<file path="src/design/srtc_pkg.sv">
// ----------------------------------------------------------------------------
// srtc_pkg: shared types and constants for the stick rate and throttle curve
// Register layout, pipeline control bundle and the fixed-point constants used
// by the axis and throttle datapaths.
// ----------------------------------------------------------------------------
package srtc_pkg;

  localparam int NUM_STAGES = 17;
  localparam int SETUP_W    = 35;
  localparam int CFG_IDX_W  = 3;

  typedef enum logic [CFG_IDX_W-1:0] {
    REG_ROLL_SETUP  = 3'd0,
    REG_PITCH_SETUP = 3'd1,
    REG_YAW_SETUP   = 3'd2,
    REG_THR_EXPO    = 3'd3,
    REG_THR_LIMIT   = 3'd4
  } cfg_reg_t;

  typedef struct packed {
    logic [11:0] limit;
    logic [6:0]  expo;
    logic [7:0]  max_rate;
    logic [7:0]  center;
  } rate_setup_t;

  typedef struct packed {
    logic [7:0] expo;
    logic [6:0] pct;
  } thr_setup_t;

  typedef struct packed {
    logic [NUM_STAGES-1:0] load;
  } pipe_ctl_t;

  localparam rate_setup_t SETUP_RESET   = 35'd16760438884;
  localparam logic [7:0]  THR_EXPO_RST  = 8'd0;
  localparam logic [6:0]  THR_PCT_RST   = 7'd100;

  // Q30 arithmetic
  localparam logic [30:0] Q30_ONE  = 31'd1073741824;
  localparam logic [30:0] Q30_HALF = 31'd536870912;

  // floor(n/25) for n <= 2^28: floor(2^29/25), then one correction step
  localparam logic [24:0] DIV25_M       = 25'd21474836;
  localparam logic [6:0]  DIV100        = 7'd100;
  // exact floor(n/25) for n < 4096: ceil(2^17/25)
  localparam logic [12:0] DIV25_SMALL_M = 13'd5243;
  // rounding offsets for the expo factor (non-negative / negative numerator)
  localparam logic [13:0] EXPO_RND_POS  = 14'd49;
  localparam logic [13:0] EXPO_RND_NEG  = 14'd50;
  localparam logic [37:0] EXPO_SIGN_LIM = 38'd107374182400;

  // throttle: floor(n/6375) for n < 2^28 via floor(2^28/6375) and a correction
  localparam logic [29:0] THR_HALF      = 30'd12750;
  localparam logic [29:0] THR_CAP       = 30'd835609500;
  localparam logic [15:0] DIV6375_M     = 16'd42107;
  localparam logic [12:0] THR_DIV       = 13'd6375;
  localparam logic [15:0] THR_POS_MAX   = 16'd32767;
  localparam logic [15:0] THR_NEG_MAX   = 16'd32768;

endpackage

</file>
<file path="src/design/srtc_ctrl.sv">
// ----------------------------------------------------------------------------
// srtc_ctrl: pipeline valid tracking and stage load enables
// A stage loads when it is empty or when everything after it will move, so
// bubbles collapse while the output is stalled.
// ----------------------------------------------------------------------------
module srtc_ctrl (
  input  logic                clk,
  input  logic                rst_n,
  input  logic                in_valid,
  output logic                in_ready,
  output logic                out_valid,
  input  logic                out_ready,
  output srtc_pkg::pipe_ctl_t ctl
);
  import srtc_pkg::*;

  logic [NUM_STAGES-1:0] v_r, v_nxt, en;

  // A stage may load unless it and every stage after it hold an item and the
  // output is stalled.
  always_comb begin
    for (int s = 0; s < NUM_STAGES; s++) begin
      en[s] = out_ready || !(&(v_r | ~({NUM_STAGES{1'b1}} << s)));
    end
  end

  always_comb begin
    v_nxt[0] = en[0] ? in_valid : v_r[0];
    for (int s = 1; s < NUM_STAGES; s++) begin
      v_nxt[s] = en[s] ? v_r[s-1] : v_r[s];
    end
  end

  always_ff @(posedge clk) begin
    if (!rst_n) begin
      v_r <= '0;
    end else begin
      v_r <= v_nxt;
    end
  end

  assign in_ready  = en[0];
  assign out_valid = v_r[NUM_STAGES-1];
  assign ctl.load  = en;

endmodule

</file>
<file path="config.mk">
export PLATFORM = sky130hd
export DESIGN_NAME = srtc_ctrl
export DESIGN_NICKNAME = d
export VERILOG_FILES = /design/src/design/srtc_pkg.sv /design/src/design/srtc_ctrl.sv
export SDC_FILE = /design/constraint.sdc
export NUM_CORES = 1
export LEC_CHECK = 0
export BUFFER_PORTS_ARGS = -buffer_cell sky130_fd_sc_hd__buf_2
export CAP_MARGIN = 15
export CELL_PAD_IN_SITES_DETAIL_PLACEMENT = 1
export CELL_PAD_IN_SITES_GLOBAL_PLACEMENT = 2
export CORE_MARGIN = 4
export CORE_UTILIZATION = 27
export CTS_CLUSTER_SIZE = 24
export DETAILED_ROUTE_END_ITERATION = 12
export PLACE_DENSITY = 0.76
export SLEW_MARGIN = 20
export SYNTH_ARGS = -nofsm -noshare
export SYNTH_HDL_FRONTEND = slang
export SYNTH_SLANG_ARGS = --single-unit
</file>
<file path="constraint.sdc">
create_clock -name clk -period 1.8 [get_ports clk]
set_input_delay 0.18 -clock clk [delete_from_list [all_inputs] [get_ports clk]]
set_output_delay 0.18 -clock clk [all_outputs]
set_load 0.005 [all_outputs]
</file>
; Word level (Yosys, flattened, before mapping)
; Index checks and enable logic that the tools add are counted.
[word_totals]
reg_bits = 17
inputBits = 4
output_inout_bits = 19
wordCells = 67
[op_classes]
reduce_logical = 50
[op_table]
columns = cell, n
row1 = zero test 1 bit, 17
row2 = logical OR 1 bit, 17
row3 = AND reduction 17 bit, 1
row4 = AND reduction 16 bit, 1
row5 = AND reduction 15 bit, 1
row6 = AND reduction 14 bit, 1
row7 = AND reduction 13 bit, 1
row8 = AND reduction 12 bit, 1
row9 = AND reduction 11 bit, 1
row10 = AND reduction 10 bit, 1
row11 = AND reduction 9 bit, 1
row12 = AND reduction 8 bit, 1
row13 = AND reduction 7 bit, 1
row14 = AND reduction 6 bit, 1
row15 = AND reduction 5 bit, 1
row16 = AND reduction 4 bit, 1
row17 = AND reduction 3 bit, 1
row18 = AND reduction 2 bit, 1

; Logic depth before layout (Yosys ltp)
; Gate-level depths: netlist (run 1).
[logic_depth]
depth_word = 3
mapped_depth = 5
ltp_nobuf = 4

; Least setup slack after synthesis (run 1)
; OpenSTA, ideal clock, no wires.
[synth_timing]
kind = flip-flop to output port
startpoint = register v_r[14]
endpoint = output ctl[0] (netlist name)
arrival_time_ns = 1.264
required_ns = 1.620
path_slack_ns = 0.356
path_stages_with_launch = 6
cell_sequence = dfxtp_1 and4_1 and3_1 buf_2 nand4_1 buf_4
[synth_via]
elab_chain_cells = 3
[synth_lines]
columns = element, line_no
row1 = start: declaration, srtc_ctrl.sv:17  ; logic [NUM_STAGES-1:0] v_r, v_nxt, en;
row2 = start signal: assignment, srtc_ctrl.sv:38  ; v_r <= v_nxt;
row3 = AND reduction 17 bit, srtc_ctrl.sv:23  ; en[s] = out_ready || !(&(v_r | ~({NUM_STAGES{1'b1}} << s)));
row4 = zero test 1 bit, srtc_ctrl.sv:23
row5 = logical OR 1 bit, srtc_ctrl.sv:23
row6 = end: declaration, srtc_ctrl.sv:13  ; output srtc_pkg::pipe_ctl_t ctl
; No other way between the ends.

; Worst setup path in the final report (run 1)
[layout_timing]
startpoint = register v_r[11]
endpoint = output in_ready
[layout_via]
elab_chain_cells = 3
[layout_lines]
columns = element, line_no
row1 = AND reduction 17 bit, srtc_ctrl.sv:23
row2 = zero test 1 bit, srtc_ctrl.sv:23
row3 = logical OR 1 bit, srtc_ctrl.sv:23
row4 = end: declaration, srtc_ctrl.sv:10  ; output logic in_ready,
; No other way between the ends.

==> results of run 1 <==
how the worst max path moves through the flow:
stage | start | end | slack, ns | cells after the start
floorplan | v_r[14]$_SDFFE_PN0P_ | ctl[0] | 0.36 | 5
global placement | v_r[14]$_SDFFE_PN0P_ | ctl[9] | 0.25 | 4
detailed placement | v_r[14]$_SDFFE_PN0P_ | v_r[6]$_SDFFE_PN0P_ | 0.19 | 4
CTS | v_r[14]$_SDFFE_PN0P_ | in_ready | 0.04 | 4
global route | v_r[11]$_SDFFE_PN0P_ | ctl[0] | 0.02 | 4
finish | v_r[11]$_SDFFE_PN0P_ | in_ready | 0.11 | 4
where the power goes:
part / total [uW] / internal [uW] / switching [uW]
Clock: 211 / 82.8 / 128
Combinational: 18.8 / 6.01 / 12.8
Sequential: 383 / 379 / 3.48
Total: 613 / 468 / 145
area by class of cell:
type / instances / area, sq um / share of cell area, %
Tap cell: 30 / 37.5 / 4.12
Timing Repair Buffer: 22 / 110 / 12.1
Clock inverter: 1 / 5.00 / 0.549
Inverter: 7 / 26.3 / 2.88
Clock buffer: 3 / 22.5 / 2.47
Sequential cell: 17 / 344 / 37.7
Multi-Input combinational cell: 63 / 367 / 40.2
per-layer routing:
| metal | vias up | global-route usage [%] | share of wire, % |
|---|---|---|---|
| met5 | - | 0 | 0 |
| met3 | 4 | 1.91 | 6.1 |
| met4 | 0 | 6.50 | 1.5 |
| li1 | 368 | - | - |
| met2 | 18 | 15.7 | 44 |
| met1 | 363 | 14.0 | 49 |
stage by stage:
step / util (%) / instances / hold slack, ns
6_report: 35.5 / 143 / 0.0867
4_1_cts: 35.3 / 143 / 0.0876
5_1_grt: 35.5 / 143 / 0.0793
2_1_floorplan: - / 91 / 0.295
3_3_place_gp: 34.1 / 139 / 0.386
3_5_place_dp: 34.1 / 139 / 0.408
cell usage after synthesis (all sizes together):
library cell,instances,share of area (%)
nor2,9,4.5
nand4b,1,1.2
a31oi,1,0.84
or4,1,1.5
buf,2,1.7
nand4,7,6.7
clkinv,1,0.50
a21oi,4,2.7
nand2,14,7.0
and4,1,1.2
clkbuf,2,1.0
dfxtp,17,46
nor2b,1,0.84
nand3,8,5.4
o31ai,3,4.9
and4b,1,1.3
and3b,1,1.2
o21a,3,3.0
and3,3,2.5
o21ai,4,2.7
nor4,1,0.84
inv,6,3.0
cells by family (layout without fill, tap and decap cells):
logic type	after synthesis	in the layout	synth area share (%)
AOI/OAI and AO/OA	15	15	14.1
DFF	17	17	45.6
and+or+nand+nor	48	48	34.2
buffers and inverters	11	33	6.20
critical path, stage by stage (launching register included):
cell,delay (ns)
dfxtp_1,0.41
and4b_1,0.27
and3_4,0.27
nand4_1,0.12
buf_2,0.14
timing repair:
| item | in CTS | in global routing |
|---|---|---|
| gates cloned | 0 | 0 |
| resized for setup | 2 | 4 |
| setup endpoints to repair | 11 | 8 |
==> metrics.md, run 1 <==
| Metric | Value |
|---|---|
| Total power | `613 uW` |
| Dpl ws | `0.185 ns` |
| Grt ovf | `0` |
| Initial Utilization | `roughly 29%` |
| Clock Tree Root | `clkbuf_4` |
| First-pass GRT wire length | `2870 um` |
| Worst-case clock buffer depth | `2` |
| Final wirelength | `1880 um` |
| Commonest non-fill, non-tap cells in the layout | `buf_2, nand2_1, dfxtp_1` |
| Flop-to-flop setup slack | `0.40 ns` |
| Status | `completed` |
| # hold bufs at CTS | `0` |
| Sink Count | `17` |
| Leakage | `0.000310 uW` |
| Setup violators final | `0` |
| CORE AREA | `0.00257 sq mm` |
| Worst r2r dst | `v_r[5]$_SDFFE_PN0P_` |
| Max reg flops | `17` |
| FMAX | `592 MHz` |
| Hold EP | `v_r[0]$_SDFFE_PN0P_` |
| CTS tree | `done` |
| Worst hold path startpoint | `in_valid` |
| Synth warn | `0` |
| Final Slew Violations | `0` |
| Post-Syn Area per Cell | `around 8 sq um` |
| Post-DP HPWL | `1490 um` |
| Critical path arrival | `1.51 ns` |
| # diodes | `0` |
| Port bufs | `22` |
| Vert. Die Dim | `60.6 um` |
| Gr usage total | `10.5%` |
| Via count | `753` |
| CP Capture Type | `output pin` |
| Worst Reg-to-Reg Cells | `4` |
| GPL Wtd Cong | `just over 0.7` |
| Max-Cap Viols | `0` |
| RSZ-0062 raised after global routing | `false` |
| Largest net degree at the start of global routing | `16` |
| Largest regs | `v_r x17` |
| Share of layout cells above drive strength 1 | `between 30% and 40%` |
| Initial DRC Count | `20` |
| CP Max Fanout | `11` |
| Die width | `just over 60 um` |
| Most flop-heavy register | `v_r` |
| Initial antenna violation count | `0` |
| Worst setup SP type | `register` |
| Cell Area, Synth | `747 sq um` |
| Yosys cell types | `26` |
| Syn Nets | `95` |
| Vias in the first global route | `655` |
| Pwr/cell area | `slightly below 700 mW/mm^2` |
| Wire length per cell | `13.1 um` |
| Final Cycle Share | `93.9%` |
| VDD IR-drop max | `roughly 0.33 mV` |
| CTS clk-pin slew, worst paths | `0.11 ns` |
| Via density | `~5.3` |
| NumNets Final | `118` |
| Crit Path Category | `reg2out` |
| Layout area overhead | `22.1%` |
| Hold path cells | `3` |
| Pre-antenna DRT Iters | `4` |
| Total setup buffers inserted after CTS | `0` |
| # IOs | `23` |
| Final Skew | `~0.016 ns` |
| Final Hold Fails | `0` |
| Inserted Clock Buffers | `3` |
| CP required | `1.62 ns` |
| Placed Instance Area | `between 800 and 900 sq um` |
| Worst setup margin | `between 0.1 and 0.15 ns` |
| Relative slew slack | `78.7%` |
| Post-Syn Instances | `between 90 and 100` |
| Die Area | `0.00367 sq mm` |
| Slew at the pin closest to its max-slew limit | `0.318 ns` |
| Worst hold-check path type | `in2reg` |
| Fin Setup TNS | `0 ns` |
| ANT nets after route | `0` |
| Fillers | `between 300 and 400` |
| Post-synthesis sequential area ratio | `a little under half` |
| Skew-Pair Late Insertion Delay | `0.30 ns` |
| Final Cell Area | `912 sq um` |
| FP Rows | `18` |
| Tmin final | `1.69 ns` |
| Commonest non-fill, non-tap cell in the layout | `buf_2` |
| Htree depth | `1` |
| Worst r2r src | `v_r[11]$_SDFFE_PN0P_` |
| Post-route DRC | `0` |
| Synthesis-stage register bit count | `17` |
Note: power is estimated with default switching activity, not from simulation.
==> run 2: changes to the inputs <==
--- a/config.mk
+++ b/config.mk
@@ -11,9 +11,11 @@
 export CELL_PAD_IN_SITES_GLOBAL_PLACEMENT = 2
 export CORE_MARGIN = 4
 export CORE_UTILIZATION = 27
+export CTS_BUF_LIST = sky130_fd_sc_hd__clkbuf_16
 export CTS_CLUSTER_SIZE = 24
 export DETAILED_ROUTE_END_ITERATION = 12
 export PLACE_DENSITY = 0.76
+export SETUP_SLACK_MARGIN = 0.2
 export SLEW_MARGIN = 20
 export SYNTH_ARGS = -nofsm -noshare
 export SYNTH_HDL_FRONTEND = slang
==> run 2 against run 1 <==
  * Cell count rose by 2.1%
  * Combinational power barely moved
  * Global-route usage rose by 0.99 points
  * Die area did not move
  * Via count rose by 1.1%
  * Cell area rose by 11%
  * Critical path depth did not move
  * Clock power rose by 110%
  * Register-to-register slack improved by 0.03 ns
  * Sequential share of layout area fell by 2.5 points
  * First-iteration DRC count fell by 5.0%
==> metrics.md, run 2 (synthesis gave the netlist of run 1 again) <==
| Metric | Value |
|---|---|
| Leakage | `0.000353 uW (+14%)` |
| FP Rows | `18 (unchanged)` |
| Fin Setup TNS | `0 ns (unchanged)` |
| CORE AREA | `0.00257 sq mm (unchanged)` |
| Hold path cells | `3 (unchanged)` |
| Sink Count | `17 (unchanged)` |
| Commonest non-fill, non-tap cell in the layout | `buf_2` |
| Setup violators final | `0 (unchanged)` |
| Grt ovf | `0 (unchanged)` |
| Tmin final | `1.54 ns (-0.147 ns)` |
| NumNets Final | `121 (+2.5%)` |
| Port bufs | `22 (unchanged)` |
| GPL Wtd Cong | `0.725 (unchanged)` |
| Vert. Die Dim | `60.6 um (unchanged)` |
| Final Cycle Share | `85.7% (-8.2 points)` |
| CP required | `1.62 ns (about the same)` |
| CP Capture Type | `output pin` |
| Die width | `60.6 um (unchanged)` |
| Largest net degree at the start of global routing | `16 (unchanged)` |
| Die Area | `0.00367 sq mm (unchanged)` |
| Max reg flops | `17 (unchanged)` |
| Worst Reg-to-Reg Cells | `3 (-1)` |
| Commonest non-fill, non-tap cells in the layout | `buf_2, nand2_1, nor2_1, dfxtp_1, nand3_1` |
| Max-Cap Viols | `0 (unchanged)` |
| # IOs | `23 (unchanged)` |
| Layout area overhead | `35.0%` |
| CTS clk-pin slew, worst paths | `0.05 ns (-0.06 ns)` |
| Worst-case clock buffer depth | `2 (unchanged)` |
| Final Skew | `0.00192 ns (-0.0136 ns)` |
| Worst Setup SP | `v_r[16]$_SDFFE_PN0P_` |
| Crit Path Category | `reg2out` |
| CP Max Fanout | `6 (-5)` |
| Slew at the pin closest to its max-slew limit | `0.315 ns (-0.00330 ns)` |
| Most flop-heavy register | `v_r` |
| Post-route DRC | `0 (unchanged)` |
| Inserted Clock Buffers | `3 (unchanged)` |
| Final wirelength | `2020 um (+7.5%)` |
| Share of layout cells above drive strength 1 | `38.8% (+8.7 points)` |
| Pre-antenna DRT Iters | `4 (unchanged)` |
| Worst r2r dst | `v_r[1]$_SDFFE_PN0P_` |
| Final Hold Fails | `0 (unchanged)` |
| Final Util | `39.3% (+3.8 points)` |
| Skew-Pair Late Insertion Delay | `0.25 ns (-0.05 ns)` |
| Initial DRC Count | `19 (-5.0%)` |
| Via density | `5.21 (-1.0%)` |
| Critical path arrival | `1.36 ns (-0.15 ns)` |
| Htree depth | `1 (unchanged)` |
| VDD IR-drop max | `0.391 mV (+20%)` |
| Worst hold path startpoint | `in_valid` |
| Initial Utilization | `29.1% (unchanged)` |
| Initial antenna violation count | `0 (unchanged)` |
| CTS tree | `done` |
| Wire length per cell | `13.8 um (+5.3%)` |
| RSZ-0062 raised after global routing | `true` |
| Via count | `761 (+1.1%)` |
| Clock Tree Root | `clkbuf_16` |
| Hold EP | `v_r[0]$_SDFFE_PN0P_` |
| Worst r2r src | `v_r[5]$_SDFFE_PN0P_` |
| Worst hold-check path type | `in2reg` |
| Status | `completed` |
| First-pass GRT wire length | `3150 um (+9.6%)` |
| Flop-to-flop setup slack | `0.43 ns (+0.03 ns)` |
| Vias in the first global route | `682 (+4.1%)` |
| Pwr/cell area | `830 mW/mm^2 (+24%)` |
| Final Slew Violations | `0 (unchanged)` |
| Total power | `837 uW (+37%)` |
| ANT nets after route | `0 (unchanged)` |
| Largest regs | `v_r x17` |
| # diodes | `0 (unchanged)` |
| Post-DP HPWL | `1490 um (unchanged)` |
| Gr usage total | `11.5% (+0.99 points)` |
| FMAX | `648 MHz (+9.5%)` |
| Relative slew slack | `78.9% (+0.22 points)` |
| Worst setup SP type | `register` |
[run 2: changes by cell type in the layout (fill, tap and decap cells not counted), moves of 2 or more]
cell / delta
clkbuf_4: -3
dfxtp_1: -5
dfxtp_4: +2
buf_4: +2
clkbuf_16: +3
dfxtp_2: +3
[run 2: how the worst max path moves through the flow]
stage	endpoint	slack, ns	cells past startpoint
2_1_floorplan	ctl[0]	0.36	5
3_3_place_gp	ctl[9]	0.25	4
3_5_place_dp	v_r[6]$_SDFFE_PN0P_	0.19	4
4_1_cts	in_ready	0.20	4
5_1_grt	ctl[0]	0.18	4
6_report	in_ready	0.26	4
[run 2: cell type report]
type                       instances  area [sq um]
clock buffer                       3          75.1
clock inverter                     1          5.00
fill                             332          1560
inverter                           7          26.3
multi-input combinational         64           384
sequential                        17           355
tap                               30          37.5
timing repair buffer              24           125
[run 2: layer usage]
layer | GRT usage, % | vias up | part of all wire (%)
li1 | - | 372 | -
met1 | 15.5 | 365 | 48
met2 | 17.9 | 19 | 45
met3 | 2.55 | 5 | 5.2
met4 | 4.64 | 0 | 1.5
met5 | 0 | - | 0
[run 2: report_power, final]
part | switching [uW] | total, uW | internal [uW]
logic | 13.0 | 19.0 | 6.02
clock network | 141 | 438 | 297
registers | 3.41 | 381 | 377
[run 2: per-stage QoR]
| stage | setup WS [ns] | cells | hold slack, ns | instance area (sq um) |
|---|---|---|---|---|
| after detailed placement | 0.185 | 139 | 0.408 | 875 |
| final | 0.257 | 146 | 0.151 | 1010 |
| after global placement | 0.250 | 139 | 0.386 | 875 |
| after CTS | 0.200 | 144 | 0.153 | 975 |
| after global routing | 0.184 | 146 | 0.153 | 1010 |
| after floorplan | 0.356 | 91 | 0.295 | 747 |
[run 2: critical path: stages (launching register included)]
cell and delay, ns:
dfxtp_4 0.36, and4b_2 0.27, and3_4 0.24, nand4_1 0.11, buf_2 0.14
[run 2: what timing repair did]
action                                  CTS  global route
gates resized for setup                   7             9
pin swaps                                 1             2
cloned                                    1             0
buffers inserted                          0             2
endpoints found under the setup margin   13            13
hold buffers                              0             0
==> run 3: changes to the inputs <==
--- a/config.mk
+++ b/config.mk
@@ -15,6 +15,7 @@
 export CTS_CLUSTER_SIZE = 24
 export DETAILED_ROUTE_END_ITERATION = 12
 export PLACE_DENSITY = 0.76
+export RECOVER_POWER = 50
 export SETUP_SLACK_MARGIN = 0.2
 export SLEW_MARGIN = 20
 export SYNTH_ARGS = -nofsm -noshare
==> run 3 against run 2 <==
  * Clock skew about the same
  * Wire length grew 0.30%
  * Critical endpoint unchanged
  * Cell area shrank 1.2%
  * Flip-flop and latch count unchanged
  * Global-route usage unchanged
  * Critical path depth unchanged
  * Highest routed layer unchanged
  * Die area unchanged
==> metrics.md, run 3 (synthesis gave the netlist of run 1 again) <==
| Metric | Value |
|---|---|
| Max reg flops | `17 (unchanged)` |
| CP required | `1.62 ns (about the same)` |
| Port bufs | `22 (unchanged)` |
| Die width | `60.6 um (unchanged)` |
| First-pass GRT wire length | `3150 um (unchanged)` |
| Htree depth | `1 (unchanged)` |
| Worst Setup SP | `v_r[16]$_SDFFE_PN0P_` |
| Worst path cell trace | `and4b_2 -> and3_4 -> nand4_1 -> buf_2` |
| Post-DP HPWL | `1490 um (unchanged)` |
| Worst hold path startpoint | `in_valid` |
| Final Slew Violations | `0 (unchanged)` |
| Tmin final | `1.59 ns (+0.0464 ns)` |
| CP max stage delay | `0.38 ns (+0.02 ns)` |
| Commonest non-fill, non-tap cells in the layout | `buf_2, nand2_1, dfxtp_1` |
| VDD IR-drop max | `0.391 mV (about the same)` |
| Worst setup SP type | `register` |
| Sink Count | `17 (unchanged)` |
| CTS tree | `done` |
| Leakage | `0.000344 uW (-2.4%)` |
| Via count | `774 (+1.7%)` |
| Final Cycle Share | `88.3% (+2.6 points)` |
| CP Capture Type | `output pin` |
| Initial antenna violation count | `0 (unchanged)` |
| # diodes | `0 (unchanged)` |
| Inserted Clock Buffers | `3 (unchanged)` |
| FMAX | `629 MHz (-2.9%)` |
| Worst hold-check path type | `in2reg` |
| Critical path arrival | `1.41 ns (+0.05 ns)` |
| Post-route DRC | `0 (unchanged)` |
| Layout area overhead | `33.3%` |
| Placed Cells incl. Taps | `139 (unchanged)` |
| Commonest non-fill, non-tap cell in the layout | `buf_2` |
| Hold slack | `0.150 ns (-0.000426 ns)` |
| CP delay by family, top | `simple AND/OR/NAND/NOR gates` |
| Post-route insts no fill | `146 (unchanged)` |
| Worst r2r src | `v_r[16]$_SDFFE_PN0P_` |
| Final Skew | `0.00217 ns (+0.000244 ns)` |
| Final Hold Fails | `0 (unchanged)` |
| CORE AREA | `0.00257 sq mm (unchanged)` |
| Total power | `839 uW (+0.18%)` |
| Via density | `5.30 (+1.7%)` |
| Clock Tree Root | `clkbuf_16` |
| Relative slew slack | `55.7% (-23 points)` |
| Wire length per cell | `13.8 um (+0.30%)` |
| Initial Utilization | `29.1% (unchanged)` |
| Slew at the pin closest to its max-slew limit | `0.665 ns (+0.350 ns)` |
| Grt ovf | `0 (unchanged)` |
| Worst-case clock buffer depth | `2 (unchanged)` |
| Crit-path slowest cell | `dfxtp_1` |
| Crit Path Category | `reg2out` |
| Pre-antenna DRT Iters | `4 (unchanged)` |
| Setup violators final | `0 (unchanged)` |
| Most flop-heavy register | `v_r` |
| ANT nets after route | `0 (unchanged)` |
| Gr usage total | `11.5% (unchanged)` |
| Largest net degree at the start of global routing | `16 (unchanged)` |
| Worst path bufs/invs | `1 (unchanged)` |
| RSZ-0062 raised after global routing | `true` |
| Status | `completed` |
| Final Util | `38.8% (-0.49 points)` |
| Fin Setup TNS | `0 ns (unchanged)` |
| Vias in the first global route | `682 (unchanged)` |
| Initial DRC Count | `20 (+1)` |
| Share of layout cells above drive strength 1 | `33.6% (-5.2 points)` |
| Pwr/cell area | `842 mW/mm^2 (+1.4%)` |
| # IOs | `23 (unchanged)` |
| CP Max Fanout | `6 (unchanged)` |
| Max-Cap Viols | `0 (unchanged)` |
| CTS clk-pin slew, worst paths | `0.05 ns (about the same)` |
| Vert. Die Dim | `60.6 um (unchanged)` |
| Final wirelength | `2020 um (+0.30%)` |
| FP Rows | `18 (unchanged)` |
| NumNets Final | `121 (unchanged)` |
| GPL Wtd Cong | `0.725 (unchanged)` |
| Largest regs | `v_r x17` |
| Skew-Pair Late Insertion Delay | `0.25 ns (about the same)` |
| Die Area | `0.00367 sq mm (unchanged)` |
## run 3: cell types whose count changed in the layout (fill, tap and decap cells not counted)
| cell | change |
|---|---|
| or4_4 | -1 |
| dfxtp_1 | +1 |
| clkbuf_1 | +4 |
| dfxtp_4 | -1 |
| buf_2 | -4 |
| or4_1 | +1 |
## run 3: stage by stage
stage | area [sq um] | worst slack, ns
global placement | 875 | 0.250
floorplan | 747 | 0.356
CTS | 975 | 0.200
detailed placement | 875 | 0.185
global route | 996 | 0.113
finish | 996 | 0.210
## run 3: worst paths after layout
check                                             to  slack [ns]  cells past startpoint
worst max-delay path                        in_ready        0.21                      4
worst min-delay path             v_r[0]$_SDFFE_PN0P_        0.15                      3
worst max register to register   v_r[1]$_SDFFE_PN0P_        0.38                      3
worst min register to register  v_r[13]$_SDFFE_PN0P_        0.47                      2
## run 3: timing repair
item,CTS,global route
gates resized for setup,7,9
cloned,1,0
endpoints found under the setup margin,13,13
pin swaps,1,2
setup buffers,0,2
hold buffers,0,0
hold endpoints to repair,0,0
## run 3: worst reg2reg max path: cells and delay by family (launching register included)
kind               cells  cell delay [ns]
AOI/OAI and AO/OA      1             0.19
DFF                    1             0.38
and+or+nand+nor        2             0.78
## run 3: layout make-up
type | count | area, sq um
clock buffer | 3 | 75.1
clock inverter | 1 | 5.00
fill | 331 | 1570
inverter | 7 | 26.3
multi-input combinational | 64 | 380
sequential | 17 | 352
tap | 30 | 37.5
timing repair buffer | 24 | 120
## run 3: power breakdown
| part | switching (uW) | internal [uW] | total [uW] | leakage, uW |
|---|---|---|---|---|
| Clock | 141 | 297 | 438 | 0.0000409 |
| Sequential | 3.45 | 379 | 382 | 0.000141 |
| Combinational | 13.1 | 5.66 | 18.8 | 0.000162 |
## run 3: routing by layer
| layer | track usage (%) | vias to the layer above | share of wire [%] |
|---|---|---|---|
| li1 | - | 371 | - |
| met1 | 15.5 | 375 | 48 |
| met2 | 17.9 | 23 | 45 |
| met3 | 2.55 | 5 | 5.7 |
| met4 | 4.64 | 0 | 1.5 |
| met5 | 0 | - | 0 |
